### src/design/assert_macros.svh
`ifndef ASSERT_MACROS_SVH
`define ASSERT_MACROS_SVH

// property holds at every clock edge outside reset
`define PKD_ASSERT(lbl, clk, rst, prop, msg) \
  lbl: assert property (@(posedge clk) disable iff (rst) (prop)) else $error(msg);

// consequent holds in the cycle of the antecedent
`define PKD_ASSERT_IMP(lbl, clk, rst, ante, cons, msg) \
  lbl: assert property (@(posedge clk) disable iff (rst) (ante) |-> (cons)) else $error(msg);

`endif

### src/design/pkd_ram.sv
module pkd_ram #(
  parameter int W     = 8,
  parameter int DEPTH = 2
) (
  input  logic                                    clk,
  input  logic                                    we,
  input  logic [(DEPTH > 1 ? $clog2(DEPTH) : 1)-1:0] waddr,
  input  logic [W-1:0]                            wdata,
  input  logic                                    re,
  input  logic [(DEPTH > 1 ? $clog2(DEPTH) : 1)-1:0] raddr,
  output logic [W-1:0]                            rdata
);
  logic [W-1:0] mem [DEPTH];

  always_ff @(posedge clk) begin
    if (we) begin
      mem[waddr] <= wdata;
    end
    if (re) begin
      rdata <= mem[raddr];
    end
  end
endmodule

### config.mk
export PLATFORM = sky130hd
export DESIGN_NAME = pkd_ram
export DESIGN_NICKNAME = d
export VERILOG_FILES = /design/src/design/assert_macros.svh /design/src/design/pkd_ram.sv
export SDC_FILE = /design/constraint.sdc
export NUM_CORES = 1
export LEC_CHECK = 0
export ABC_CLOCK_PERIOD_IN_PS = 2300
export BUFFER_PORTS_ARGS = -buffer_cell sky130_fd_sc_hd__buf_2
export CORE_MARGIN = 4
export CORE_UTILIZATION = 53
export DETAILED_ROUTE_END_ITERATION = 6
export PLACE_DENSITY = 0.79
export SLEW_MARGIN = 30
export SYNTH_ARGS = -nofsm -noshare
export SYNTH_HDL_FRONTEND = slang
export SYNTH_SLANG_ARGS = --single-unit
### constraint.sdc
create_clock -name clk -period 2.3 [get_ports clk]
set_input_delay 0 -clock clk [delete_from_list [all_inputs] [get_ports clk]]
set_output_delay 0 -clock clk [all_outputs]
set_load 0.01 [all_outputs]
==> metrics.yaml <==
vias: 393
drv_slew: 0
synthMuxAreaShare_pct: 13.9
cap_violations: 0
fmax_ghz: 1.12
internal_power_uw: 619
detail_route.iter0.violations: 6
rsz0062_at_grt: "no"
worst_slew_pin_slew_ns: 0.686
crit_fanout: 1
syn_area_sq_um: 865
area_growth_pct: 24.5
clk_pin_slew_ns: 0.11
path_buf_inv: 0
yosys.area_share.adder_pct: 0
diodes: 0
cts_inserted_buffers: 3
power_frac_clock_pct: 21.7
drive_gt1_share_pct: 47.7
grt_pass1_wl_um: 1910
ys_ff_latch: 24
worstPathCellList: "mux2_4"
setup_tns_ns: 0
syn-num-nets: 48
start_util_pct: 56.7
cts_resized: 0
die-area_sq_mm: 0.00234
switching_power_uw: 139
setup_violations: 0
endpoint_kind: "register"
insertion_delay_ns: 0.29
hold_class: "in2reg"
yosys.area_share.simple_pct: 1.45
grt_pass1_vias: 441
io_pins: 21
post_cts_buffers: 0
routabilityCongestion: 0.673
die_w_um: 48.4
crit_family: "flip-flops"
start_kind: "register"
firstDrtPassIters: 3
met2WireLength_um: 563
crit_slowest_cell: "edfxtp_1"
antenna_found_initial: 0
cts_tree: "yes"
synth_area_leaders: "edfxtp_1 83%, mux2_4 14%, buf_6 1.3%"
syn_inst: 35
swShare_pct: 18.3
fp.dieH_um: 48.4
comb_power_share_pct: 9.3
wl_met1_um: 416
ys_warn_count: 0
routedWlPerCell_um: 13.3
portBuffers: 20
period_share_pct: 38.8
path_class: "reg2reg"
grt_overflow: 0
layout_min_cycle_time_ns: 0.893
final_antenna_net_count: 0
critPathMaxStageDelay_ns: 0.39
grt.total_usage_pct: 10.8
dr_wl_met3_um: 95
clock_path_buffers: 2
pwr-share-seq_pct: 69.0
nets: 80
outcome: "finished, final reports clean"
yosys.area.top_type: "edfxtp_1"
synth_compound_area_share_pct: 0
ys_seq_area_share_pct: 83.4
grt_max_degree: 13
final_hold_viol_count: 0
syn_avg_cell_area_sq_um: 24.7
clock-sinks: 24
critPathArrivalTime_ns: 0.95
vdd_drop_max_mv: 0.525
fin_hold_ws_ns: 0.0299
via_per_inst: 4.85
powerDensity_mw_per_mm2: 704
synth-xor-area-share_pct: 0
num_rows: 14
htreeDepth: 1
cts_root_buf: "clkbuf_4"
routed.top_layer: "met3"
leakagePower_uw: 0.000425
synth_top_area_share_pct: 83.4
skew_ns: 0.000478
synth_top_family_by_area: "multiplexers"
worstPathRequired_ns: 2.36
drc: 0
core_sq_mm: 0.00152
max_slew_margin_pct: 54.2
wirelength_um: 1080
final_util_pct: 70.6
cts_hold_buf: 8
synth_cell_types: 5
## state kept, by name (all words and copies together) (netlist names)
register,flops
rdata,8
mem,16
## through the flow
stage	area, sq um	worst slack, ns	power, uW	std cells
2_1_floorplan	865	1.45	568	35
3_3_place_gp	973	1.33	592	70
3_5_place_dp	973	1.27	593	70
4_1_cts	1080	1.40	766	81
5_1_grt	1080	1.38	795	81
6_report	1080	1.41	758	81
## final timing paths
path / startpoint / end / slack (ns) / depth (start not counted)
worst max-delay path: mem[0][2] / rdata[2] / 1.41 / 1
worst min-delay path: re / rdata[1] / 0.03 / 1
worst max register to register: mem[0][2] / rdata[2] / 1.41 / 1
worst min register to register: mem[1][4] / rdata[4] / 0.56 / 1
## cell type report
class	count	area, sq um
fill	93	448
timing repair buffer	28	180
tap	16	20.0
multi-input combinational	10	133
clock buffer	3	22.5
sequential	24	721
## cell usage after synthesis, drive strengths merged
cell type and number:
nor2b 1, and2 1, edfxtp 24, mux2 8, buf 1
## power by group through the flow
| stage | logic [uW] | clock network, uW | registers [uW] |
|---|---|---|---|
| global placement | 59.6 | 0 | 532 |
| finish | 70.6 | 165 | 523 |
| floorplan | 29.9 | 0 | 538 |
| detailed placement | 60.3 | 0 | 533 |
| CTS | 70.5 | 172 | 523 |
| global route | 77.0 | 192 | 527 |
## logic make-up (layout without fill, tap and decap cells)
logic type             after synthesis  in the layout
DFF                                 24             24
muxes                                8              8
and+or+nand+nor                      2              2
buffers and inverters                1             31
## cell usage in the layout, fill, tap and decap left out, drive strengths merged
| cell | Yosys | final |
|---|---|---|
| and2 | 1 | 1 |
| buf | 1 | 20 |
| clkbuf | 0 | 3 |
| dlygate4sd3 | 0 | 8 |
| edfxtp | 24 | 24 |
| mux2 | 8 | 8 |
| nor2b | 1 | 1 |
## routing by layer
| metal | GRT usage, % | vias to the layer above |
|---|---|---|
| li1 | - | 201 |
| met1 | 11.7 | 172 |
| met2 | 18.5 | 20 |
| met3 | 3.37 | 0 |
| met4 | 5.53 | 0 |
| met5 | 0 | - |
(Power assumes the default switching activity.)
