<file path="config.mk">
export PLATFORM = sky130hd
export DESIGN_NAME = pkd_div_pipe
export DESIGN_NICKNAME = d
export VERILOG_FILES = /design/src/design/assert_macros.svh /design/src/design/pkd_div_pipe.sv
export SDC_FILE = /design/constraint.sdc
export NUM_CORES = 2
export LEC_CHECK = 0
export ABC_AREA = 1
export CAP_MARGIN = 40
export CORE_MARGIN = 5
export CORE_UTILIZATION = 40
export CTS_CLUSTER_DIAMETER = 50
export DETAILED_ROUTE_END_ITERATION = 12
export DONT_BUFFER_PORTS = 1
export MAX_ROUTING_LAYER = met4
export SKIP_CTS_REPAIR_TIMING = 1
export SLEW_MARGIN = 40
export SYNTH_ARGS = -nofsm -noshare
export SYNTH_HDL_FRONTEND = slang
export SYNTH_SLANG_ARGS = --single-unit
</file>
<file path="constraint.sdc">
create_clock -name clk -period 4.1 [get_ports clk]
set_clock_uncertainty 0.1 [all_clocks]
set_input_delay 0.205 -clock clk [delete_from_list [all_inputs] [get_ports clk]]
set_output_delay 0.205 -clock clk [all_outputs]
set_load 0.01 [all_outputs]
</file>
<file path="src/design/assert_macros.svh">
`ifndef ASSERT_MACROS_SVH
`define ASSERT_MACROS_SVH

// property holds at every clock edge outside reset
`define PKD_ASSERT(lbl, clk, rst, prop, msg) \
  lbl: assert property (@(posedge clk) disable iff (rst) (prop)) else $error(msg);

// consequent holds in the cycle of the antecedent
`define PKD_ASSERT_IMP(lbl, clk, rst, ante, cons, msg) \
  lbl: assert property (@(posedge clk) disable iff (rst) (ante) |-> (cons)) else $error(msg);

`endif

</file>
<file path="src/design/pkd_div_pipe.sv">
module pkd_div_pipe #(
  parameter int D_W    = 17,
  parameter int Q_W    = 32,
  parameter int STEPS  = 2,
  parameter int SIDE_W = 1
) (
  input  logic              clk,
  input  logic              rst,
  input  logic              en,
  input  logic              in_valid,
  input  logic [D_W-1:0]    rem_in,
  input  logic [Q_W-1:0]    num_in,
  input  logic [D_W-1:0]    den_in,
  input  logic [SIDE_W-1:0] side_in,
  output logic              out_valid,
  output logic [Q_W-1:0]    quo,
  output logic [SIDE_W-1:0] side_out
);
  localparam int NST = Q_W / STEPS;

  logic              vld      [NST];
  logic [D_W-1:0]    rem      [NST];
  logic [D_W-1:0]    den      [NST];
  logic [Q_W-1:0]    nq       [NST];
  logic [SIDE_W-1:0] side     [NST];
  logic              vld_src  [NST];
  logic [D_W-1:0]    rem_src  [NST];
  logic [D_W-1:0]    den_src  [NST];
  logic [Q_W-1:0]    nq_src   [NST];
  logic [SIDE_W-1:0] side_src [NST];
  logic [D_W-1:0]    rem_next [NST];
  logic [Q_W-1:0]    nq_next  [NST];

  for (genvar s = 0; s < NST; s++) begin : g_stage
    if (s == 0) begin : g_first
      assign vld_src[s]  = in_valid;
      assign rem_src[s]  = rem_in;
      assign den_src[s]  = den_in;
      assign nq_src[s]   = num_in;
      assign side_src[s] = side_in;
    end else begin : g_rest
      assign vld_src[s]  = vld[s-1];
      assign rem_src[s]  = rem[s-1];
      assign den_src[s]  = den[s-1];
      assign nq_src[s]   = nq[s-1];
      assign side_src[s] = side[s-1];
    end

    always_comb begin
      logic [D_W-1:0] r;
      logic [Q_W-1:0] q;
      logic [D_W:0]   rx;
      r  = rem_src[s];
      q  = nq_src[s];
      rx = '0;
      for (int i = 0; i < STEPS; i++) begin
        rx = {r, q[Q_W-1]};
        q  = {q[Q_W-2:0], 1'b0};
        if (rx >= {1'b0, den_src[s]}) begin
          rx   = rx - {1'b0, den_src[s]};
          q[0] = 1'b1;
        end
        r = rx[D_W-1:0];
      end
      rem_next[s] = r;
      nq_next[s]  = q;
    end

    always_ff @(posedge clk) begin
      if (rst) begin
        vld[s] <= 1'b0;
      end else if (en) begin
        vld[s] <= vld_src[s];
      end
    end

    always_ff @(posedge clk) begin
      if (en) begin
        rem[s]  <= rem_next[s];
        nq[s]   <= nq_next[s];
        den[s]  <= den_src[s];
        side[s] <= side_src[s];
      end
    end
  end

  assign out_valid = vld[NST-1];
  assign quo       = nq[NST-1];
  assign side_out  = side[NST-1];
endmodule

</file>
==> summary.txt <==
Yosys
  – Post-synth top area share: 46.2%
  – Post-synthesis simple-gate area fraction: 24.7%
  – Area leader, netlist: edfxtp_1
  – Post-synth ARST share: 0%
  – Synth Area in XOR/XNOR: 3.63%
  – Number of warnings issued by yosys: 0
  – Adder-cell share of the synthesized area: 10.8%
  – Most frequent cell after synthesis: nand2_1
  – Top post-synthesis cells by area: edfxtp_1 46%, nand2_1 15%, ha_1 9.9%
  – Yosys cell types: 47
  – Syn_area_per_cell: 8.44 sq um
  – Post-Syn Instances: 8118
  – Netlist Area Pre-Place: 68600 sq um
  – Register area share after synthesis: 46.2%
  – Syn Nets: 8764
  – Most frequent cells after synthesis: 2784 x nand2_1, 1088 x inv_1, 1054 x edfxtp_1
  – Compound-cell area share of the yosys netlist: 7.33%
  – Mux cell area share after synthesis: 0%
  – FF+latch count, synth: 1054
  – Combinational family with the most area after synthesis: simple AND/OR/NAND/NOR gates
  – EDFF count, synth: 1054
  – Ys flop type: edfxtp_1

Worst setup path
  – CP dominant cell by count: nand2_1
  – Worst-path cell chain: inv_1, ha_1, inv_1, nor3_1, nand2_2, nand2_4, buf_12, buf_4, nand3_1, nand2_1, inv_2, ha_1, nand2_1, inv_1, nand2_2, nor2_1, a31oi_1, nand2_1, nand2_4, nand2_8, buf_4, o21ai_0, nand2_1
  – Setup crit end kind: register
  – Slowest stage delay, CP: 550 ps
  – Worst Path Required: 4550 ps
  – Worst r2r path cells: 23
  – Crit path DAT: 4450 ps
  – Crit Path Class: reg -> reg
  – Delay-heaviest family, CP: simple AND/OR/NAND/NOR gates
  – Worst Setup Start Kind: register
  – Flop-to-flop setup slack: 100 ps
  – Reg2reg start: den[1][101]
  – Slowest stage cell, crit path: edfxtp_1
  – Largest fanout on the critical path: 10
  – Worst path bufs/invs: 7
  – Worst reg2reg path endpoint: rem[1][104]

Drt
  – DR iter-0 viols: 4207
  – Via Count: 58300
  – DRC viols: 0
  – Antenna viol nets, final: 0
  – Pre-Repair DR Iteration Count: 6
  – Routed WL: 196000 um
  – Routed wire per std cell: 16.6 um
  – Via/cell ratio: 4.94

STA
  – Slew headroom: 47.0%
  – Fin crit share: 97.6%
  – Finish-stage setup viols: 0
  – FMAX: 250 MHz
  – Max-slew violations: 0
  – Worst Max-Slew Pin Slew: 795 ps
  – Hold_ws: -26.4 ps
  – Hold Fails Final Rpt: 2
  – RSZ-0062 raised after global routing: true
  – Final WS setup: 98.7 ps
  – Tmin final: 4000 ps

Status
  – Failing checks: negative hold slack
  – Status: finished, violations left

Floorplanning
  – I/O pins: 105
  – Core Area: 171000 sq um
  – Height of the die: 424 um
  – Die extent in x: 424 um
  – Initial Util: 40.1%
  – Die ar.: 180000 sq um
  – # rows: 152

Layout
  – Nets: 10100
  – Layout cells sized above 1: 23.2%
  – Final cell count without fillers: 11800
  – Fillers: 15700
  – Finished Core Util: 52.7%
  – Register area: 31700 sq um
  – Multi-input gate area: 35400 sq um
  – Layout area overhead: 31.3%

Place
  – RD Place Congestion: 0.937
  – DP Worst Slack: -193 ps
  – DP HPWL: 148000 um
  – Count of input and output buffers: 0
  – Placed cell count: 11200

Global route
  – Number of global-route vias before repair: 54700
  – Pin count of the biggest net entering global routing: 156
  – Initial antenna violation count: 2
  – Gr usage total: 20.9%
  – Remaining global-route overflow: 0
  – First-pass GRT wire length: 292000 um

CTS
  – Worst-path clk slew: 60 ps
  – Root buffer cell: clkbuf_16
  – CTS sink cnt: 1054
  – Worst skew pair latency: 790 ps
  – Clock buffer depth: 3
  – TritonCTS Buffers: 148
  – CTS tree: yes
  – Htree depth: 4

Job
  – Max-cap violations: 0

Min path
  – Worst hold path endpoint: rem[0][10]
  – HP Class: in -> reg
  – HP Start: den_in[10]
  – Number of cells on the worst hold path: 5
==> metrics by stage <==
stage          area (sq um)  setup TNS, ps
4_1_cts               83600         -10160
2_1_floorplan         68600              0
3_5_place_dp          78500          -7600
6_report              90000              0
3_3_place_gp          78300          -4080
5_1_grt               90000          -6200
==> sequential cells by signal (all words and copies together), names as in the netlist <==
register	cells
nq	512
den	255
rem	255
side	16
vld	16
==> worst min-delay path, cell delays in order <==
cell	delay, ps
inv_1	80
ha_1	210
xnor2_1	120
o21ai_0	80
nand2_1	60
==> kinds of logic after synthesis <==
group	count (synthesis)
xor gates and xnor gates	284
DFF	1054
buffers and inverters	1223
and+or+nand+nor	4045
adders and majority gates	575
AOI/OAI and AO/OA	937
==> cell type report <==
class | count | area share (%)
antenna | 2 | 0.00556
clock buffer | 158 | 4.16
clock inverter | 113 | 1.44
inverter | 1103 | 4.70
multi-input combinational | 5853 | 39.3
sequential | 1054 | 35.2
tap | 2233 | 3.10
timing repair buffer | 1285 | 12.1
timing repair inverter | 4 | 0.0528
==> placed cells by master, fill, tap and decap left out, types with 20 or more instances in the layout <==
| cell type | instances |
|---|---|
| a21o_1 | 29 |
| a21oi_1 | 378 |
| a21oi_2 | 73 |
| a31oi_1 | 24 |
| and2_1 | 20 |
| and3_1 | 22 |
| buf_12 | 28 |
| buf_4 | 1086 |
| clkbuf_16 | 165 |
| dlygate4sd3_1 | 120 |
| edfxtp_1 | 1054 |
| fa_2 | 21 |
| ha_1 | 395 |
| ha_4 | 136 |
| inv_1 | 1019 |
| inv_2 | 69 |
| inv_6 | 27 |
| nand2_1 | 2632 |
| nand2_2 | 182 |
| nand2_4 | 44 |
| nand3_1 | 409 |
| nand3_2 | 28 |
| nand3b_1 | 71 |
| nand4_1 | 55 |
| nor2_1 | 375 |
| nor2_2 | 51 |
| nor2_4 | 23 |
| nor3_1 | 58 |
| o21ai_0 | 228 |
| o21ai_1 | 74 |
| o21ai_2 | 56 |
| o21bai_1 | 34 |
| or2_2 | 50 |
| xnor2_1 | 126 |
| xor2_1 | 157 |
==> layer usage <==
metal	global-route usage, %	share of wire [%]	up-vias	routed length [um]
li1	-	-	29600	-
met5	-	0	-	0
met2	33.7	47	1298	92500
met1	27.4	45	27100	89100
met4	6.72	3.1	0	6060
met3	2.80	4.3	331	8520
==> worst max-delay path by stage <==
stage                            from           to  slack, ps  depth (start not counted)
after global placement     nq[1][159]   rem[1][99]       -230                         29
after CTS                  nq[1][159]   rem[1][99]       -220                         29
final                     den[1][101]  rem[1][104]        100                         23
after global routing       nq[1][127]   rem[1][73]       -120                         31
after floorplan            nq[1][191]  rem[1][109]        260                         29
after detailed placement   nq[1][159]   rem[1][99]       -190                         31
Power is left out: the tool's default activity adds up to more than one toggle a clock period on the data nets, which glitch-free logic cannot reach.
