--- config.mk ---
export PLATFORM = sky130hd
export DESIGN_NAME = pkd_gain
export DESIGN_NICKNAME = d
export VERILOG_FILES = /design/src/design/assert_macros.svh /design/src/design/pkd_pkg.sv /design/src/design/pkd_gain.sv
export SDC_FILE = /design/constraint.sdc
export NUM_CORES = 1
export LEC_CHECK = 0
export ABC_CLOCK_PERIOD_IN_PS = 2610
export BUFFER_PORTS_ARGS = -buffer_cell sky130_fd_sc_hd__buf_2
export CORE_MARGIN = 8
export CORE_UTILIZATION = 40
export CTS_CLUSTER_SIZE = 30
export DETAILED_ROUTE_END_ITERATION = 8
export PLACE_DENSITY_LB_ADDON = 0.2
export SYNTH_ARGS = -nofsm -noshare
export SYNTH_HDL_FRONTEND = slang
export SYNTH_SLANG_ARGS = --single-unit
--- constraint.sdc ---
create_clock -name clk -period 2.61 [get_ports clk]
set_clock_uncertainty 0.05 [all_clocks]
set_input_delay 0 -clock clk [delete_from_list [all_inputs] [get_ports clk]]
set_output_delay 0 -clock clk [all_outputs]
set_load 0.005 [all_outputs]
--- src/design/assert_macros.svh ---
`ifndef ASSERT_MACROS_SVH
`define ASSERT_MACROS_SVH

// property holds at every clock edge outside reset
`define PKD_ASSERT(lbl, clk, rst, prop, msg) \
  lbl: assert property (@(posedge clk) disable iff (rst) (prop)) else $error(msg);

// consequent holds in the cycle of the antecedent
`define PKD_ASSERT_IMP(lbl, clk, rst, ante, cons, msg) \
  lbl: assert property (@(posedge clk) disable iff (rst) (ante) |-> (cons)) else $error(msg);

`endif

--- src/design/pkd_pkg.sv ---
package pkd_pkg;

  localparam int FRAME_PIXELS_DEF = 65536;

  localparam int DIV_STEPS = 2;
  localparam int R_QUO_W   = 32;
  localparam int R_DEN_W   = 17;
  localparam int K_QUO_W   = 16;
  localparam int K_DEN_W   = 33;

  localparam int PREP_STAGES  = 4;
  localparam int GAIN_STAGES  = 2;
  localparam int BLEND_STAGES = 5;
  localparam int R_DIV_STAGES = R_QUO_W / DIV_STEPS;
  localparam int K_DIV_STAGES = K_QUO_W / DIV_STEPS;
  localparam int LAT = 1 + PREP_STAGES + R_DIV_STAGES + GAIN_STAGES + K_DIV_STAGES
                       + BLEND_STAGES;

  localparam logic [15:0] CFG_RESET = 16'd256;
  localparam logic [16:0] ONE_Q16   = 17'h10000;
  localparam logic [15:0] HALF_Q16  = 16'h8000;

  typedef enum logic {
    CFG_PROCESS_NOISE = 1'b0,
    CFG_INIT_NOISE    = 1'b1
  } cfg_idx_t;

  typedef struct packed {
    logic        init_frame;
    logic [15:0] pixel_index;
    logic [7:0]  raw_pixel;
    logic [15:0] box_mean;
    logic [15:0] bilateral_value;
  } pixel_in_t;

  typedef struct packed {
    logic [7:0] denoised_pixel;
  } pixel_out_t;

  typedef struct packed {
    logic [23:0] x;
    logic [31:0] p;
    logic [31:0] r;
    logic [15:0] k;
    logic [15:0] prev;
  } state_t;

  typedef struct packed {
    logic        init;
    logic        inr;
    logic [7:0]  raw;
    logic [15:0] mean;
    logic [15:0] bil;
  } stage_a_t;

  typedef struct packed {
    logic        init;
    logic        inr;
    logic [7:0]  raw;
    logic [15:0] mean;
    logic [15:0] bil;
    logic [23:0] x;
    logic [31:0] p;
  } rdiv_side_t;

  typedef struct packed {
    logic        init;
    logic        inr;
    logic [7:0]  raw;
    logic [15:0] mean;
    logic [15:0] bil;
    logic [23:0] x;
    logic [31:0] p;
    logic [31:0] r;
  } kdiv_side_t;

  typedef struct packed {
    logic       wr;
    logic [7:0] pixel;
    state_t     st;
  } wb_t;

  function automatic logic [31:0] sat32(input logic [63:0] v);
    sat32 = (v > 64'hFFFF_FFFF) ? 32'hFFFF_FFFF : v[31:0];
  endfunction

endpackage

--- src/design/pkd_gain.sv ---
module pkd_gain (
  input  logic                          clk,
  input  logic                          rst,
  input  logic                          en,
  input  logic                          in_valid,
  input  logic [pkd_pkg::R_QUO_W-1:0]   quo_r,
  input  pkd_pkg::rdiv_side_t           side_in,
  output logic                          out_valid,
  output logic [pkd_pkg::K_DEN_W-1:0]   rem,
  output logic [pkd_pkg::K_QUO_W-1:0]   num,
  output logic [pkd_pkg::K_DEN_W-1:0]   den,
  output pkd_pkg::kdiv_side_t           side
);
  import pkd_pkg::*;

  logic        f_v, g_v;
  rdiv_side_t  f_side;
  logic [31:0] f_r;
  kdiv_side_t  g_side;
  logic [32:0] g_den;

  always_ff @(posedge clk) begin
    if (rst) begin
      f_v <= 1'b0;
      g_v <= 1'b0;
    end else if (en) begin
      f_v <= in_valid;
      g_v <= f_v;
    end
  end

  always_ff @(posedge clk) begin
    if (en) begin
      f_side <= side_in;
      f_r    <= sat32(64'(quo_r) + 64'(ONE_Q16));

      g_side.init <= f_side.init;
      g_side.inr  <= f_side.inr;
      g_side.raw  <= f_side.raw;
      g_side.mean <= f_side.mean;
      g_side.bil  <= f_side.bil;
      g_side.x    <= f_side.x;
      g_side.p    <= f_side.p;
      g_side.r    <= f_r;
      g_den       <= 33'(f_side.p) + 33'(f_r);
    end
  end

  assign out_valid = g_v;
  assign rem       = 33'(g_side.p);
  assign num       = '0;
  assign den       = g_den;
  assign side      = g_side;
endmodule

==> reports/qor.txt <==
register area share after synthesis -> 75.4%
Post-DRT Antenna Nets -> 0
post-layout worst setup margin -> 0.00933 ns
fin crit share -> 99.6%
GPL Wtd Cong -> 0.852
drt first pass iters -> 5
top-area cell type share of the netlist area -> 75.1%
VDD IR max -> 0.000419 V
Total Neg Setup Slack -> 0 ns
final slew viol count -> 0
DP Area -> 0.0137 mm^2
io pins -> 347
reg-to-reg endpoint -> den[27]
Worst Path Max Fanout -> 5
area of the multi-input gates -> 0.00258 mm^2
PD cells -> 713 mW/mm^2
H-tree levels -> 1
Fillers -> 2323
yosys warns -> 0
Post-synth EDFFs -> 293
Synth area leaders -> edfxtp_1 (75%), ha_1 (3.6%), buf_4 (3.1%), xnor2_1 (1.6%), nand2_1 (1.4%)
area share of fa/ha/maj cells after synthesis -> 3.80%
CTS tree -> yes
RSZ-0062 raised after global routing -> true
syn_area_per_cell -> 16.6 um^2
combinational power share -> 14.4%
first-pass GRT wire length -> 46100 um
run status -> finished clean
Hold Fails Final Rpt -> 0
post-synthesis mux area share -> 0.704%
Simple-Gate Fraction of Synth Area -> 6.91%
Switching Fraction -> 23.7%
initial core utilization -> 40.7%
Worst slew margin -> 54.1%
die span in y -> 187 um
Max Freq -> 385 MHz
# rows -> 62
Hold Slack -> 0.102 ns
internal reg-to-reg setup slack -> 0.009 ns
Clock Tree Root -> clkbuf_16
HPWL after detailed placement -> 21300 um
vias -> 7549
Hold Path Depth -> 2
Worst Setup Path Type -> flop to flop
vias in the first global route -> 7939
Max Cap Viol -> 0
hold endpoint -> f_side[15]
Via density -> 4.71
P_int -> 8.85 mW
Seq cells post-synth -> 295
clk sinks -> 295
Netlist Area Pre-Place -> 0.0117 mm^2
Synth Area in Compound Gates -> 5.89%
DRT iter0 DRCs -> 356
core area -> 0.0288 mm^2
n_diodes -> 0
most frequent cells in the layout -> buf_2 (328), edfxtp_1 (293), dlygate4sd3_1 (142), nand2_1 (44), ha_1 (32)
sequential power share -> 50.9%
Period minus WS final -> 2.60 ns
Reg clk slew, reported paths -> 0.06 ns
die width -> 187 um
IO buf count -> 329
worst-case clock buffer depth -> 3
DRC violations left -> 0
commonest non-fill, non-tap cell in the layout -> buf_2
largest net degree at the start of global routing -> 83
layout cells sized above 1 -> 36.1%
die area -> 0.0350 mm^2
Hold Crit Class -> input port to flop
Worst Setup End Kind -> flop
total global-route track usage -> 16.5%
R2R Path Start -> f_side[1]
Tightest Pin Transition -> 0.688 ns
r2r worst-path depth -> 10
Leakage -> 6.56 nW
Netlist cell types -> 62
nets -> 1365
P&R area growth vs syn -> 38.8%
final setup vio count -> 0
Gate Count Post-Synth -> 707
initial antenna violation count -> 0
insertion delay to the later sink of the worst-skew pair -> 0.55 ns
grt ovf -> 0
routed wire length -> 29800 um
main combinational cell family by area after synthesis -> simple AND/OR/NAND/NOR gates
Synth async-reset ratio -> 0%
storage element area -> 0.00884 mm^2
wire per inst -> 18.6 um
cell area after layout -> 0.0163 mm^2
worst endpoint required time -> 2.85 ns
CTS Buf Count -> 30
ys flop type -> edfxtp_1
Startpoint Class -> flop
DP Worst Slack -> -0.110 ns
Psw -> 2.74 mW
Synth area leader -> edfxtp_1
Post-Synth XOR/XNOR Area -> 2.91%
Arr. time, crit path -> 2.85 ns
hold path startpoint -> side_in[15]
Clk pwr share -> 34.7%
-- power groups by stage --
stage               registers (mW)  logic [mW]  clock network [mW]
floorplan                     5.97       0.685                   0
global placement              5.99        1.41                   0
detailed placement            6.00        1.43                   0
CTS                           5.90        1.62                4.16
global route                  5.94        1.83                4.33
finish                        5.90        1.66                4.03
-- cell usage after synthesis (all sizes together) (4+ instances only) --
| cell | n |
|---|---|
| a211oi | 8 |
| a21o | 14 |
| a21oi | 35 |
| and2 | 4 |
| and3 | 4 |
| buf | 59 |
| clkbuf | 5 |
| edfxtp | 293 |
| ha | 34 |
| inv | 11 |
| mux2i | 6 |
| nand2 | 46 |
| nand2b | 14 |
| nand3 | 10 |
| nand4 | 19 |
| nor2 | 20 |
| nor2b | 7 |
| nor3 | 5 |
| nor4 | 4 |
| o21ai | 15 |
| o21bai | 4 |
| o31ai | 4 |
| or2b | 6 |
| xnor2 | 21 |
| xor2 | 18 |
-- cells by family after synthesis --
group           Yosys count
buf+inv                  75
mux                       8
fa+ha+maj                35
simple gates            151
other cells               1
compound gates          103
xor+xnor                 39
flops                   295
-- stage by stage --
step	power [mW]	instances	utilization, %
2_1_floorplan	6.66	723	-
3_3_place_gp	7.41	1401	47.8
3_5_place_dp	7.42	1401	47.8
4_1_cts	11.7	1597	56.0
5_1_grt	12.1	1602	56.5
6_report	11.6	1602	56.5
-- sequential cells by signal, summed over array words and instances (netlist names) --
name	flops
out_valid	1
f_side	98
f_r	32
rem	32
side	98
f_v	1
den	33
-- worst max path at each step --
stage | start | endpoint | cells past startpoint
after detailed placement | f_side[0] | den[30] | 10
final | f_side[1] | den[27] | 10
after floorplan | f_side[0] | den[26] | 9
after global placement | f_side[0] | den[30] | 10
after CTS | f_side[1] | den[29] | 10
after global routing | f_side[1] | den[29] | 10
-- critical path, cell delays in order, from the launching register on --
cell,delay [ns]
edfxtp_1,0.42
ha_1,0.32
a21oi_2,0.06
or3b_4,0.42
a211oi_2,0.18
buf_4,0.16
o211ai_1,0.09
buf_4,0.17
a21oi_4,0.23
a21oi_2,0.09
xnor2_1,0.14
-- repair_timing --
item	CTS	global route
hold buffers	142	0
pin swaps	4	14
hold endpoints to repair	206	0
resized for setup	5	26
setup endpoints to repair	12	13
setup buffers	0	5
-- layout make-up --
| class | instances | area share (%) |
|---|---|---|
| multi-input cells | 353 | 15.8 |
| clock buffers | 38 | 4.80 |
| well taps | 384 | 2.95 |
| clock inverters | 16 | 0.877 |
| repair buffers | 505 | 21.0 |
| flip-flops and latches | 295 | 54.3 |
| inverters | 11 | 0.254 |
-- layer usage --
metal / vias up / track usage [%] / part of all wire [%]
met3: 52 / 4.36 / 7.0
met4: 0 / 5.65 / 3.2
met1: 3592 / 21.0 / 43
met2: 295 / 27.1 / 47
met5: - / 0 / 0
li1: 3610 / - / -
No activity file was read; power rests on OpenSTA's default activity.
