### src/design/assert_macros.svh
`ifndef ASSERT_MACROS_SVH
`define ASSERT_MACROS_SVH

// property holds at every clock edge outside reset
`define PKD_ASSERT(lbl, clk, rst, prop, msg) \
  lbl: assert property (@(posedge clk) disable iff (rst) (prop)) else $error(msg);

// consequent holds in the cycle of the antecedent
`define PKD_ASSERT_IMP(lbl, clk, rst, ante, cons, msg) \
  lbl: assert property (@(posedge clk) disable iff (rst) (ante) |-> (cons)) else $error(msg);

`endif

### src/design/pkd_pkg.sv
package pkd_pkg;

  localparam int FRAME_PIXELS_DEF = 65536;

  localparam int DIV_STEPS = 2;
  localparam int R_QUO_W   = 32;
  localparam int R_DEN_W   = 17;
  localparam int K_QUO_W   = 16;
  localparam int K_DEN_W   = 33;

  localparam int PREP_STAGES  = 4;
  localparam int GAIN_STAGES  = 2;
  localparam int BLEND_STAGES = 5;
  localparam int R_DIV_STAGES = R_QUO_W / DIV_STEPS;
  localparam int K_DIV_STAGES = K_QUO_W / DIV_STEPS;
  localparam int LAT = 1 + PREP_STAGES + R_DIV_STAGES + GAIN_STAGES + K_DIV_STAGES
                       + BLEND_STAGES;

  localparam logic [15:0] CFG_RESET = 16'd256;
  localparam logic [16:0] ONE_Q16   = 17'h10000;
  localparam logic [15:0] HALF_Q16  = 16'h8000;

  typedef enum logic {
    CFG_PROCESS_NOISE = 1'b0,
    CFG_INIT_NOISE    = 1'b1
  } cfg_idx_t;

  typedef struct packed {
    logic        init_frame;
    logic [15:0] pixel_index;
    logic [7:0]  raw_pixel;
    logic [15:0] box_mean;
    logic [15:0] bilateral_value;
  } pixel_in_t;

  typedef struct packed {
    logic [7:0] denoised_pixel;
  } pixel_out_t;

  typedef struct packed {
    logic [23:0] x;
    logic [31:0] p;
    logic [31:0] r;
    logic [15:0] k;
    logic [15:0] prev;
  } state_t;

  typedef struct packed {
    logic        init;
    logic        inr;
    logic [7:0]  raw;
    logic [15:0] mean;
    logic [15:0] bil;
  } stage_a_t;

  typedef struct packed {
    logic        init;
    logic        inr;
    logic [7:0]  raw;
    logic [15:0] mean;
    logic [15:0] bil;
    logic [23:0] x;
    logic [31:0] p;
  } rdiv_side_t;

  typedef struct packed {
    logic        init;
    logic        inr;
    logic [7:0]  raw;
    logic [15:0] mean;
    logic [15:0] bil;
    logic [23:0] x;
    logic [31:0] p;
    logic [31:0] r;
  } kdiv_side_t;

  typedef struct packed {
    logic       wr;
    logic [7:0] pixel;
    state_t     st;
  } wb_t;

  function automatic logic [31:0] sat32(input logic [63:0] v);
    sat32 = (v > 64'hFFFF_FFFF) ? 32'hFFFF_FFFF : v[31:0];
  endfunction

endpackage

### src/design/pkd_prep.sv
module pkd_prep (
  input  logic                          clk,
  input  logic                          rst,
  input  logic                          en,
  input  logic                          in_valid,
  input  pkd_pkg::stage_a_t             a,
  input  pkd_pkg::state_t               st,
  input  logic [15:0]                   q_gain,
  output logic                          out_valid,
  output logic [pkd_pkg::R_DEN_W-1:0]   rem,
  output logic [pkd_pkg::R_QUO_W-1:0]   num,
  output logic [pkd_pkg::R_DEN_W-1:0]   den,
  output pkd_pkg::rdiv_side_t           side
);
  import pkd_pkg::*;

  logic        b_v, c_v, d_v, e_v;
  stage_a_t    b_a, c_a, d_a;
  logic [23:0] b_x, c_x, d_x;
  logic [31:0] b_p, c_p, d_p;
  logic [15:0] b_d;
  logic [48:0] b_n, c_n, d_n, e_n;
  logic [16:0] b_den, c_den, d_den, e_den;
  logic [31:0] c_d2;
  logic [47:0] d_qd;
  rdiv_side_t  e_side;

  logic [15:0] d_abs;
  logic [16:0] den_b;

  always_comb begin
    d_abs = (st.prev >= a.mean) ? (st.prev - a.mean) : (a.mean - st.prev);
    den_b = ONE_Q16 + 17'(st.k);
  end

  always_ff @(posedge clk) begin
    if (rst) begin
      b_v <= 1'b0;
      c_v <= 1'b0;
      d_v <= 1'b0;
      e_v <= 1'b0;
    end else if (en) begin
      b_v <= in_valid;
      c_v <= b_v;
      d_v <= c_v;
      e_v <= d_v;
    end
  end

  always_ff @(posedge clk) begin
    if (en) begin
      b_a   <= a;
      b_x   <= st.x;
      b_p   <= st.p;
      b_d   <= d_abs;
      b_n   <= 49'({st.r, 16'h0000}) + 49'(den_b[16:1]);
      b_den <= den_b;

      c_a   <= b_a;
      c_x   <= b_x;
      c_p   <= b_p;
      c_n   <= b_n;
      c_den <= b_den;
      c_d2  <= 32'(b_d) * 32'(b_d);

      d_a   <= c_a;
      d_x   <= c_x;
      d_p   <= c_p;
      d_n   <= c_n;
      d_den <= c_den;
      d_qd  <= 48'(q_gain) * 48'(c_d2);

      e_n         <= d_n;
      e_den       <= d_den;
      e_side.init <= d_a.init;
      e_side.inr  <= d_a.inr;
      e_side.raw  <= d_a.raw;
      e_side.mean <= d_a.mean;
      e_side.bil  <= d_a.bil;
      e_side.x    <= d_x;
      e_side.p    <= sat32(64'(d_p) + ((64'(d_qd) + 64'd128) >> 8));
    end
  end

  assign out_valid = e_v;
  assign rem       = e_n[48:32];
  assign num       = e_n[31:0];
  assign den       = e_den;
  assign side      = e_side;
endmodule

### config.mk
export PLATFORM = sky130hd
export DESIGN_NAME = pkd_prep
export DESIGN_NICKNAME = d
export VERILOG_FILES = /design/src/design/assert_macros.svh /design/src/design/pkd_pkg.sv /design/src/design/pkd_prep.sv
export SDC_FILE = /design/constraint.sdc
export NUM_CORES = 2
export LEC_CHECK = 0
export BUFFER_PORTS_ARGS = -buffer_cell sky130_fd_sc_hd__clkbuf_2
export CAP_MARGIN = 15
export CORE_MARGIN = 5
export CORE_UTILIZATION = 56
export DETAILED_ROUTE_END_ITERATION = 10
export GPL_TIMING_DRIVEN = 0
export PLACE_DENSITY = 0.83
export SLEW_MARGIN = 40
export SYNTH_ARGS = -nofsm -noshare
export SYNTH_HDL_FRONTEND = slang
export SYNTH_SLANG_ARGS = --single-unit
### constraint.sdc
create_clock -name clk -period 8.4 [get_ports clk]
set_clock_uncertainty 0.1 [all_clocks]
set_input_delay 1.68 -clock clk [delete_from_list [all_inputs] [get_ports clk]]
set_output_delay 1.68 -clock clk [all_outputs]
set_load 0.02 [all_outputs]
==> impl_metrics.py <==
metrics = {
    "status": {
        "status": "finished, final reports clean",
    },
    "place": {
        "gp_congestion": 0.965,
        "io_buffers": 341,
        "dp_slack_ns": -0.830,
        "hpwl_mm": 81.9,
        "place_inst": 5317,
        "dpl-instance-area_um2": 50500,
    },
    "grt": {
        "grt_pass1_wl_mm": 165,
        "grt_max_degree": 81,
        "antenna_found_initial": 4,
        "grt_pass1_vias": 31100,
        "grt_usage": 0.235,
        "grt_overflow": 0,
    },
    "cts": {
        "clk_pin_slew_ns": 0.06,
        "cts_root_buf": "clkbuf_16",
        "cts_made_buffers": 70,
        "clk_latency_ns": 0.62,
        "clockBufferDepth": 3,
        "cts_resized": 18,
        "ctsHoldBuffers": 0,
        "cts_tree": "done",
        "cts_setup_buffers": 0,
        "htreeDepth": 3,
        "clkSinkCount": 676,
    },
    "logic_synthesis": {
        "synth_top_area_cell": "edfxtp_1",
        "yosysMostFrequentCell": "inv_1",
        "ys_ff_latch": 676,
        "synth_common_cells": "inv_1, edfxtp_1, fa_1",
        "synth_edf_count": 672,
        "async_flop_share": 0,
        "syn_area_um2": 47100,
        "yosysUniqueCellTypes": 72,
        "ys_seq_area_frac": 0.430,
        "syn_inst": 3878,
        "ys_warn_count": 0,
        "avgSynthCellArea_um2": 12.1,
        "synth_flop_cell": "edfxtp_1",
        "synth_top_area_share": 0.428,
        "synthTopCellsByArea": "edfxtp_1, fa_1, ha_1, inv_1, nand2_1",
    },
    "die": {
        "rows": 106,
        "start_util": 0.564,
        "die_h_um": 300,
        "die_x_um": 300,
        "ioPinCount": 347,
        "core_area_um2": 83600,
        "die-area_um2": 90000,
    },
    "worst_setup_path": {
        "crit_top_cell": "fa_1",
        "worstSetupEndpointType": "flop",
        "critical_path_buf_inv_count": 7,
        "cp_data_arrival_time_ns": 8.42,
        "critPathMaxStageDelay_ns": 0.60,
        "crit_family": "adder cells",
        "ff2ff_setup_slack_ns": 0.51,
        "crit_required_ns": 8.63,
        "r2r-end": "d_qd[45]",
        "startpoint": "q_gain[7]",
        "crit_fanout": 10,
        "startpoint_type": "primary input",
        "crit_slowest_cell": "clkbuf_1",
        "worstSetupPathType": "in -> reg",
        "r2r_cells": 24,
        "r2r_start": "c_d2[7]",
    },
    "sta": {
        "finalMaxSlewViolations": 0,
        "worst_slew_pin_slew_ns": 0.780,
        "fin_tns_setup_ns": 0,
        "hold_viol_final": 0,
        "slew_headroom": 0.475,
        "fin_crit_sh": 0.975,
        "timing.fmax_mhz": 122,
        "fin_ws_ns": 0.212,
        "fin_crit_ns": 8.19,
        "setup_viol": 0,
    },
    "run": {
        "maxCapViolations": 0,
    },
    "detailed_routing": {
        "firstDrtPassIters": 5,
        "routed_wl_mm": 104,
        "wl_per_cell_um": 19.0,
        "vias": 29100,
        "drtIter0Drc": 1787,
        "drc": 0,
        "drt-vias-per-instance": 5.34,
        "drtAntennaViolNets": 0,
    },
    "min_path": {
        "whs_path_depth": 0,
        "min_to": "c_p[22]",
        "min-delay-start": "b_p[22]",
        "min_path_type": "reg -> reg",
    },
    "final_layout": {
        "nNetsFinal": 5354,
        "design_area_um2": 52800,
        "fin_cells": 5448,
        "areaGrowthSynthToFinish_pct": 12.1,
        "drive_above_1_share": 0.121,
    },
}
worst max path at each step:
stage | endpoint | slack, ns | cells past startpoint
2_1_floorplan | d_qd[45] | 0.39 | 22
3_3_place_gp | side[70] | -5.62 | 1
3_5_place_dp | d_qd[45] | -0.83 | 25
4_1_cts | d_qd[45] | 0.0009 | 25
5_1_grt | d_qd[45] | -0.004 | 24
6_report | d_qd[45] | 0.21 | 25
sequential cells by signal, indices dropped and copies added, names as in the netlist, 16 cells and up:
| register | flops |
|---|---|
| c_p | 32 |
| side | 98 |
| d_p | 32 |
| c_x | 24 |
| b_n | 47 |
| e_n | 47 |
| b_x | 24 |
| b_d | 16 |
| d_qd | 41 |
| c_d2 | 31 |
| c_a | 42 |
| b_p | 32 |
| d_n | 47 |
| c_n | 47 |
| d_x | 24 |
| b_a | 42 |
| d_a | 42 |
cells in the final DEF (no fill, tap or decap), types with 56 or more instances in the layout:
cell type  count
ha_1         285
edfxtp_1     672
inv_1        737
and2_1       244
nand2_1      427
clkbuf_2     366
xnor2_1      101
clkbuf_1      92
nor2_1       100
a21oi_1      117
clkbuf_16     72
a21o_1        56
fa_1         578
area by class of cell:
cell class              instances  area [µm²]
well taps                    1080        1350
multi-input cells            2346       23600
clock inverters                39         420
fillers                      6327       30800
clock buffers                  88        1860
inverters                     737        2770
flip-flops and latches        676       20300
plain buffers                 128         591
diodes                          4        10.0
repair buffers                350        1960
logic make-up after synthesis:
group	share of synthesized area
compound gates	0.0449
fa+ha+maj	0.321
simple gates	0.100
other cells	0.000159
mux	0.00396
buf+inv	0.0706
flops	0.430
xor+xnor	0.0285
stage by stage:
stage                     hold slack [ns]   util
after floorplan                     0.300      -
after global placement              0.300  0.601
after detailed placement            0.305  0.604
after CTS                           0.303  0.631
after global routing                0.308  0.632
final                               0.304  0.632
metal layers:
metal  wire, µm  share of wire  GRT usage  vias up
li1           -              -          -    13300
met2      52200           0.50      0.408     1103
met5         13        0.00013          0        -
met1      38000           0.37      0.283    14400
met4       5190          0.050     0.0995        2
met3       8340          0.080     0.0578      270
Power is not shown: default switching activity piles up to over one toggle a cycle in this logic, so the estimate is an artifact.
