===== src/design/assert_macros.svh =====
`ifndef ASSERT_MACROS_SVH
`define ASSERT_MACROS_SVH

// property holds at every clock edge outside reset
`define PKD_ASSERT(lbl, clk, rst, prop, msg) \
  lbl: assert property (@(posedge clk) disable iff (rst) (prop)) else $error(msg);

// consequent holds in the cycle of the antecedent
`define PKD_ASSERT_IMP(lbl, clk, rst, ante, cons, msg) \
  lbl: assert property (@(posedge clk) disable iff (rst) (ante) |-> (cons)) else $error(msg);

`endif


===== src/design/pkd_pkg.sv =====
package pkd_pkg;

  localparam int FRAME_PIXELS_DEF = 65536;

  localparam int DIV_STEPS = 2;
  localparam int R_QUO_W   = 32;
  localparam int R_DEN_W   = 17;
  localparam int K_QUO_W   = 16;
  localparam int K_DEN_W   = 33;

  localparam int PREP_STAGES  = 4;
  localparam int GAIN_STAGES  = 2;
  localparam int BLEND_STAGES = 5;
  localparam int R_DIV_STAGES = R_QUO_W / DIV_STEPS;
  localparam int K_DIV_STAGES = K_QUO_W / DIV_STEPS;
  localparam int LAT = 1 + PREP_STAGES + R_DIV_STAGES + GAIN_STAGES + K_DIV_STAGES
                       + BLEND_STAGES;

  localparam logic [15:0] CFG_RESET = 16'd256;
  localparam logic [16:0] ONE_Q16   = 17'h10000;
  localparam logic [15:0] HALF_Q16  = 16'h8000;

  typedef enum logic {
    CFG_PROCESS_NOISE = 1'b0,
    CFG_INIT_NOISE    = 1'b1
  } cfg_idx_t;

  typedef struct packed {
    logic        init_frame;
    logic [15:0] pixel_index;
    logic [7:0]  raw_pixel;
    logic [15:0] box_mean;
    logic [15:0] bilateral_value;
  } pixel_in_t;

  typedef struct packed {
    logic [7:0] denoised_pixel;
  } pixel_out_t;

  typedef struct packed {
    logic [23:0] x;
    logic [31:0] p;
    logic [31:0] r;
    logic [15:0] k;
    logic [15:0] prev;
  } state_t;

  typedef struct packed {
    logic        init;
    logic        inr;
    logic [7:0]  raw;
    logic [15:0] mean;
    logic [15:0] bil;
  } stage_a_t;

  typedef struct packed {
    logic        init;
    logic        inr;
    logic [7:0]  raw;
    logic [15:0] mean;
    logic [15:0] bil;
    logic [23:0] x;
    logic [31:0] p;
  } rdiv_side_t;

  typedef struct packed {
    logic        init;
    logic        inr;
    logic [7:0]  raw;
    logic [15:0] mean;
    logic [15:0] bil;
    logic [23:0] x;
    logic [31:0] p;
    logic [31:0] r;
  } kdiv_side_t;

  typedef struct packed {
    logic       wr;
    logic [7:0] pixel;
    state_t     st;
  } wb_t;

  function automatic logic [31:0] sat32(input logic [63:0] v);
    sat32 = (v > 64'hFFFF_FFFF) ? 32'hFFFF_FFFF : v[31:0];
  endfunction

endpackage


===== src/design/pkd_blend.sv =====
module pkd_blend (
  input  logic                        clk,
  input  logic                        rst,
  input  logic                        en,
  input  logic                        in_valid,
  input  logic [pkd_pkg::K_QUO_W-1:0] k_in,
  input  pkd_pkg::kdiv_side_t         side_in,
  input  logic [15:0]                 init_noise,
  output logic                        out_valid,
  output pkd_pkg::wb_t                wb
);
  import pkd_pkg::*;

  logic        h_v, i_v, j_v, k_v, l_v;
  kdiv_side_t  h_s;
  logic [15:0] h_k;
  logic [16:0] h_km;
  logic [40:0] h_m1;
  logic [23:0] h_m2;
  logic [48:0] h_m3;

  kdiv_side_t  i_s;
  logic [15:0] i_k;
  logic [16:0] i_km;
  logic [23:0] i_t;
  logic [31:0] i_pn;

  kdiv_side_t  j_s;
  logic [15:0] j_k;
  logic [31:0] j_pn;
  logic [40:0] j_m4;
  logic [31:0] j_m5;

  kdiv_side_t  k_s;
  logic [15:0] k_k;
  logic [31:0] k_pn;
  logic [23:0] k_y;

  wb_t         l_wb;

  logic [16:0] km_next;
  logic [25:0] y_sum;
  logic [8:0]  pix9;
  logic [7:0]  pix_next;
  state_t      st_next;

  always_comb begin
    km_next = ONE_Q16 - 17'(k_in);
    y_sum   = 26'((42'(j_m4) + 42'({j_m5, 8'h00}) + 42'(HALF_Q16)) >> 16);
    pix9    = 9'((25'(k_y) + 25'(HALF_Q16)) >> 16);
    if (k_s.init || !k_s.inr) begin
      pix_next = k_s.raw;
    end else begin
      pix_next = (pix9 > 9'd255) ? 8'd255 : pix9[7:0];
    end
    if (k_s.init) begin
      st_next.x    = {k_s.raw, 16'h0000};
      st_next.p    = 32'(ONE_Q16);
      st_next.r    = {8'h00, init_noise, 8'h00};
      st_next.k    = HALF_Q16;
      st_next.prev = '0;
    end else begin
      st_next.x    = k_y;
      st_next.p    = k_pn;
      st_next.r    = k_s.r;
      st_next.k    = k_k;
      st_next.prev = k_s.mean;
    end
  end

  always_ff @(posedge clk) begin
    if (rst) begin
      h_v <= 1'b0;
      i_v <= 1'b0;
      j_v <= 1'b0;
      k_v <= 1'b0;
      l_v <= 1'b0;
    end else if (en) begin
      h_v <= in_valid;
      i_v <= h_v;
      j_v <= i_v;
      k_v <= j_v;
      l_v <= k_v;
    end
  end

  always_ff @(posedge clk) begin
    if (en) begin
      h_s  <= side_in;
      h_k  <= k_in;
      h_km <= km_next;
      h_m1 <= 41'(km_next) * 41'(side_in.x);
      h_m2 <= 24'(k_in) * 24'(side_in.raw);
      h_m3 <= 49'(km_next) * 49'(side_in.p);

      i_s  <= h_s;
      i_k  <= h_k;
      i_km <= h_km;
      i_t  <= 24'((42'(h_m1) + 42'({h_m2, 16'h0000}) + 42'(HALF_Q16)) >> 16);
      i_pn <= 32'((50'(h_m3) + 50'(HALF_Q16)) >> 16);

      j_s  <= i_s;
      j_k  <= i_k;
      j_pn <= i_pn;
      j_m4 <= 41'(i_km) * 41'(i_t);
      j_m5 <= 32'(i_k) * 32'(i_s.bil);

      k_s  <= j_s;
      k_k  <= j_k;
      k_pn <= j_pn;
      k_y  <= (y_sum > 26'hFF_FFFF) ? 24'hFF_FFFF : y_sum[23:0];

      l_wb.wr    <= k_s.inr;
      l_wb.pixel <= pix_next;
      l_wb.st    <= st_next;
    end
  end

  assign out_valid = l_v;
  assign wb        = l_wb;
endmodule

===== config.mk =====
export PLATFORM = sky130hd
export DESIGN_NAME = pkd_blend
export DESIGN_NICKNAME = d
export VERILOG_FILES = /design/src/design/assert_macros.svh /design/src/design/pkd_pkg.sv /design/src/design/pkd_blend.sv
export SDC_FILE = /design/constraint.sdc
export NUM_CORES = 2
export LEC_CHECK = 0
export ABC_AREA = 1
export BUFFER_PORTS_ARGS = -buffer_cell sky130_fd_sc_hd__buf_2
export CAP_MARGIN = 20
export CORE_MARGIN = 2
export CORE_UTILIZATION = 40
export CTS_CLUSTER_DIAMETER = 50
export DETAILED_ROUTE_END_ITERATION = 16
export PLACE_DENSITY_LB_ADDON = 0.3
export SLEW_MARGIN = 20
export SYNTH_ARGS = -nofsm -noshare
export SYNTH_HDL_FRONTEND = slang
export SYNTH_SLANG_ARGS = --single-unit

===== constraint.sdc =====
create_clock -name clk -period 19.7 [get_ports clk]
set_input_delay 0.985 -clock clk [delete_from_list [all_inputs] [get_ports clk]]
set_output_delay 0.985 -clock clk [all_outputs]
set_load 0.02 [all_outputs]

==> flow_metrics.env <==
export IMPL_dp_hpwl_um=200000
export IMPL_routedWlPerCell_um=19.52
export IMPL_syn_nets=11954
export IMPL_layout_common_cells="inv_1 (2458), nand2_1 (2438), fa_1 (1378)"
export IMPL_ys_top_cells_by_area="fa_1 (32%), edfxtp_1 (27%), inv_1 (11%)"
export IMPL_netlist_area_um2=87570
export IMPL_coreArea_um2=217400
export IMPL_ioPinCount=296
export IMPL_cts_sinks=785
export IMPL_via_per_inst=5.015
export IMPL_cts_max_path_buffers=3
export IMPL_finalClockSkew_ns=0.06610
export IMPL_dieHeight_um=471.9
export IMPL_slew_viol_final=0
export IMPL_area_growth_pct=8.893
export IMPL_yosys_warnings=0
export IMPL_clockRootBuffer="clkbuf_16"
export IMPL_slew_headroom_pct=21.23
export IMPL_cp_start_kind="input pin"
export IMPL_first_global_vias=68916
export IMPL_drv_cap=0
export IMPL_crit_top_cell="nand2_1"
export IMPL_synth_seq_area_share_pct=26.86
export IMPL_initial_core_util_pct=40.29
export IMPL_drive_gt1_share_pct=5.512
export IMPL_finalWorstSetupSlack_ns=11.19
export IMPL_max_slew_worst_pin_slew_ns=1.181
export IMPL_cp_required_ns=20.13
export IMPL_h_tree_depth=3
export IMPL_crit_type="input pin to flop"
export IMPL_cts_buffers_inserted=107
export IMPL_slowest_stage="fa_1"
export IMPL_setup_violations=0
export IMPL_drt_wl_total_um=251800
export IMPL_ctsResizeCount=0
export IMPL_die_area_um2=222700
export IMPL_drc_errors=0
export IMPL_grt_remaining_overflow=0
export IMPL_track_usage_pct=22.87
export IMPL_dr_pass1_iters=6
export IMPL_grt_max_degree=202
export IMPL_drt_initial_drc_count=4672
export IMPL_io_buffer_count=295
export IMPL_crit_arrival_ns=8.95
export IMPL_syn_avg_cell_area_um2=8.904
export IMPL_ant_nets=0
export IMPL_place_ws_ns=10.31
export IMPL_hold_path_class="input pin to flop"
export IMPL_synth_top_area_cell="fa_1"
export IMPL_synth_distinct_cells=45
export IMPL_max_stage_delay_ns=0.59
export IMPL_period_share_pct=43.22
export IMPL_nets=12060
export IMPL_clkLatencyLatePin_ns=0.77
export IMPL_cts_tree="done"
export IMPL_cts_hold_buffers_added=0
export IMPL_crit_path_max_fanout=63
export IMPL_die_w_um=471.9
export IMPL_finalHoldViolations=0
export IMPL_max_clock_freq_ghz=0.1174
export IMPL_rows=171
export IMPL_place_congestion=0.9557
export IMPL_critPathCaptureType="flop"
export IMPL_synth_seq_cells=785
export IMPL_final_common_cell="inv_1"
export IMPL_cp_top_family="adder cells"
export IMPL_path_clk_slew_ns=0.06
export IMPL_synth_top_area_share_pct=31.50
export IMPL_period_needed_ns=8.515
export IMPL_crit_buf_inv=9
export IMPL_vias=64682
export IMPL_outcome="complete, no violations"
export IMPL_grt_pass1_wl_um=392900
export IMPL_post_cts_setup_buffers=0
export IMPL_rsz0062_at_grt="no"
export IMPL_antenna_found_initial=14
export IMPL_fin_tns_setup_ns=0
export IMPL_synthCells=9835
-- sequential cells by signal, indices dropped and copies added, names as in the netlist, 24 cells and up --
signal	flops
k_pn	32
j_m4	33
j_pn	32
j_s	58
i_t	24
k_s	58
j_m5	32
k_y	24
h_m1	25
i_s	74
i_pn	32
wb	129
h_s	74
h_m3	33
h_m2	24
-- layout make-up --
| cell class | instances | area [um2] |
|---|---|---|
| tap | 2854 | 3571 |
| sequential | 785 | 23520 |
| multi-input combinational | 6226 | 53310 |
| clock inverter | 85 | 989.7 |
| clock buffer | 116 | 2711 |
| timing repair buffer | 343 | 1929 |
| fill | 21246 | 122000 |
| antenna | 11 | 27.53 |
| inverter | 2478 | 9301 |
-- cell usage after synthesis (all sizes together) --
library cell and instances:
o21a 15, a31oi 12, clkbuf 278, edfxtp 780
fa 1378, and3 2, a21boi 9, o21bai 25
o31ai 2, a211oi 1, clkinv 10, ha 575
xor2 116, a21o 26, and2 2, nor3b 1
a21oi 282, or2 5, nand2 2445, o21ai 175
buf 68, nor2 737, nand3 199, nor4 11
o2111ai 1, nand4 61, xnor2 57, o211ai 7
nand3b 18, nor3 64, inv 2468, dfxtp 5
-- metrics by stage --
step / cells / area (um2) / utilization [%] / hold WS (ns)
5_1_grt: 12891 / 95340 / 43.86 / 0.3224
6_report: 12898 / 95360 / 43.87 / 0.3787
3_5_place_dp: 12680 / 91540 / 42.11 / 0.4045
3_3_place_gp: 12680 / 91540 / 42.11 / 0.4004
2_1_floorplan: 9835 / 87570 / - / 0.4003
4_1_cts: 12881 / 95240 / 43.81 / 0.2959
-- cells by family after synthesis --
kind of cell	share of synthesized area (%)
simple gates	15.98
fa+ha+maj	39.72
xor+xnor	1.730
flops	26.86
buf+inv	12.28
compound gates	3.436
-- worst register-to-register path, cell delays in order (launching register included) --
cell and delay, ns:
edfxtp_1 1.09, nand2_1 0.21, fa_1 0.58, inv_1 0.06, fa_1 0.54, inv_1 0.06, fa_1 0.50, inv_1 0.06
fa_1 0.53, inv_1 0.05, fa_1 0.47, inv_1 0.05, fa_1 0.43, ha_1 0.39, nand2_1 0.14, nor2_1 0.19
nand4_1 0.15, nor3_1 0.32, nand3_1 0.21, nand4_1 0.14, nand2_1 0.09
-- routing by layer --
layer / vias up / global-route usage (%) / share of wire, %
met2: 2371 / 38.45 / 48
met5: - / 0 / 0.027
met3: 511 / 3.769 / 7.1
met4: 10 / 8.525 / 3.6
met1: 32271 / 29.64 / 41
li1: 29519 / - / -
-- worst paths after layout --
path / from / end / slack, ns / cells after the start
max: k_in[0] / h_m1[39] / 11.19 / 31
min: side_in[29] / h_s[29] / 0.38 / 1
max reg2reg: i_km[2] / j_m4[39] / 13.16 / 20
min reg2reg: h_s[101] / i_s[101] / 0.39 / 0
Power is left out: the tool's default activity adds up to more than one toggle a clock period on the data nets, which glitch-free logic cannot reach.
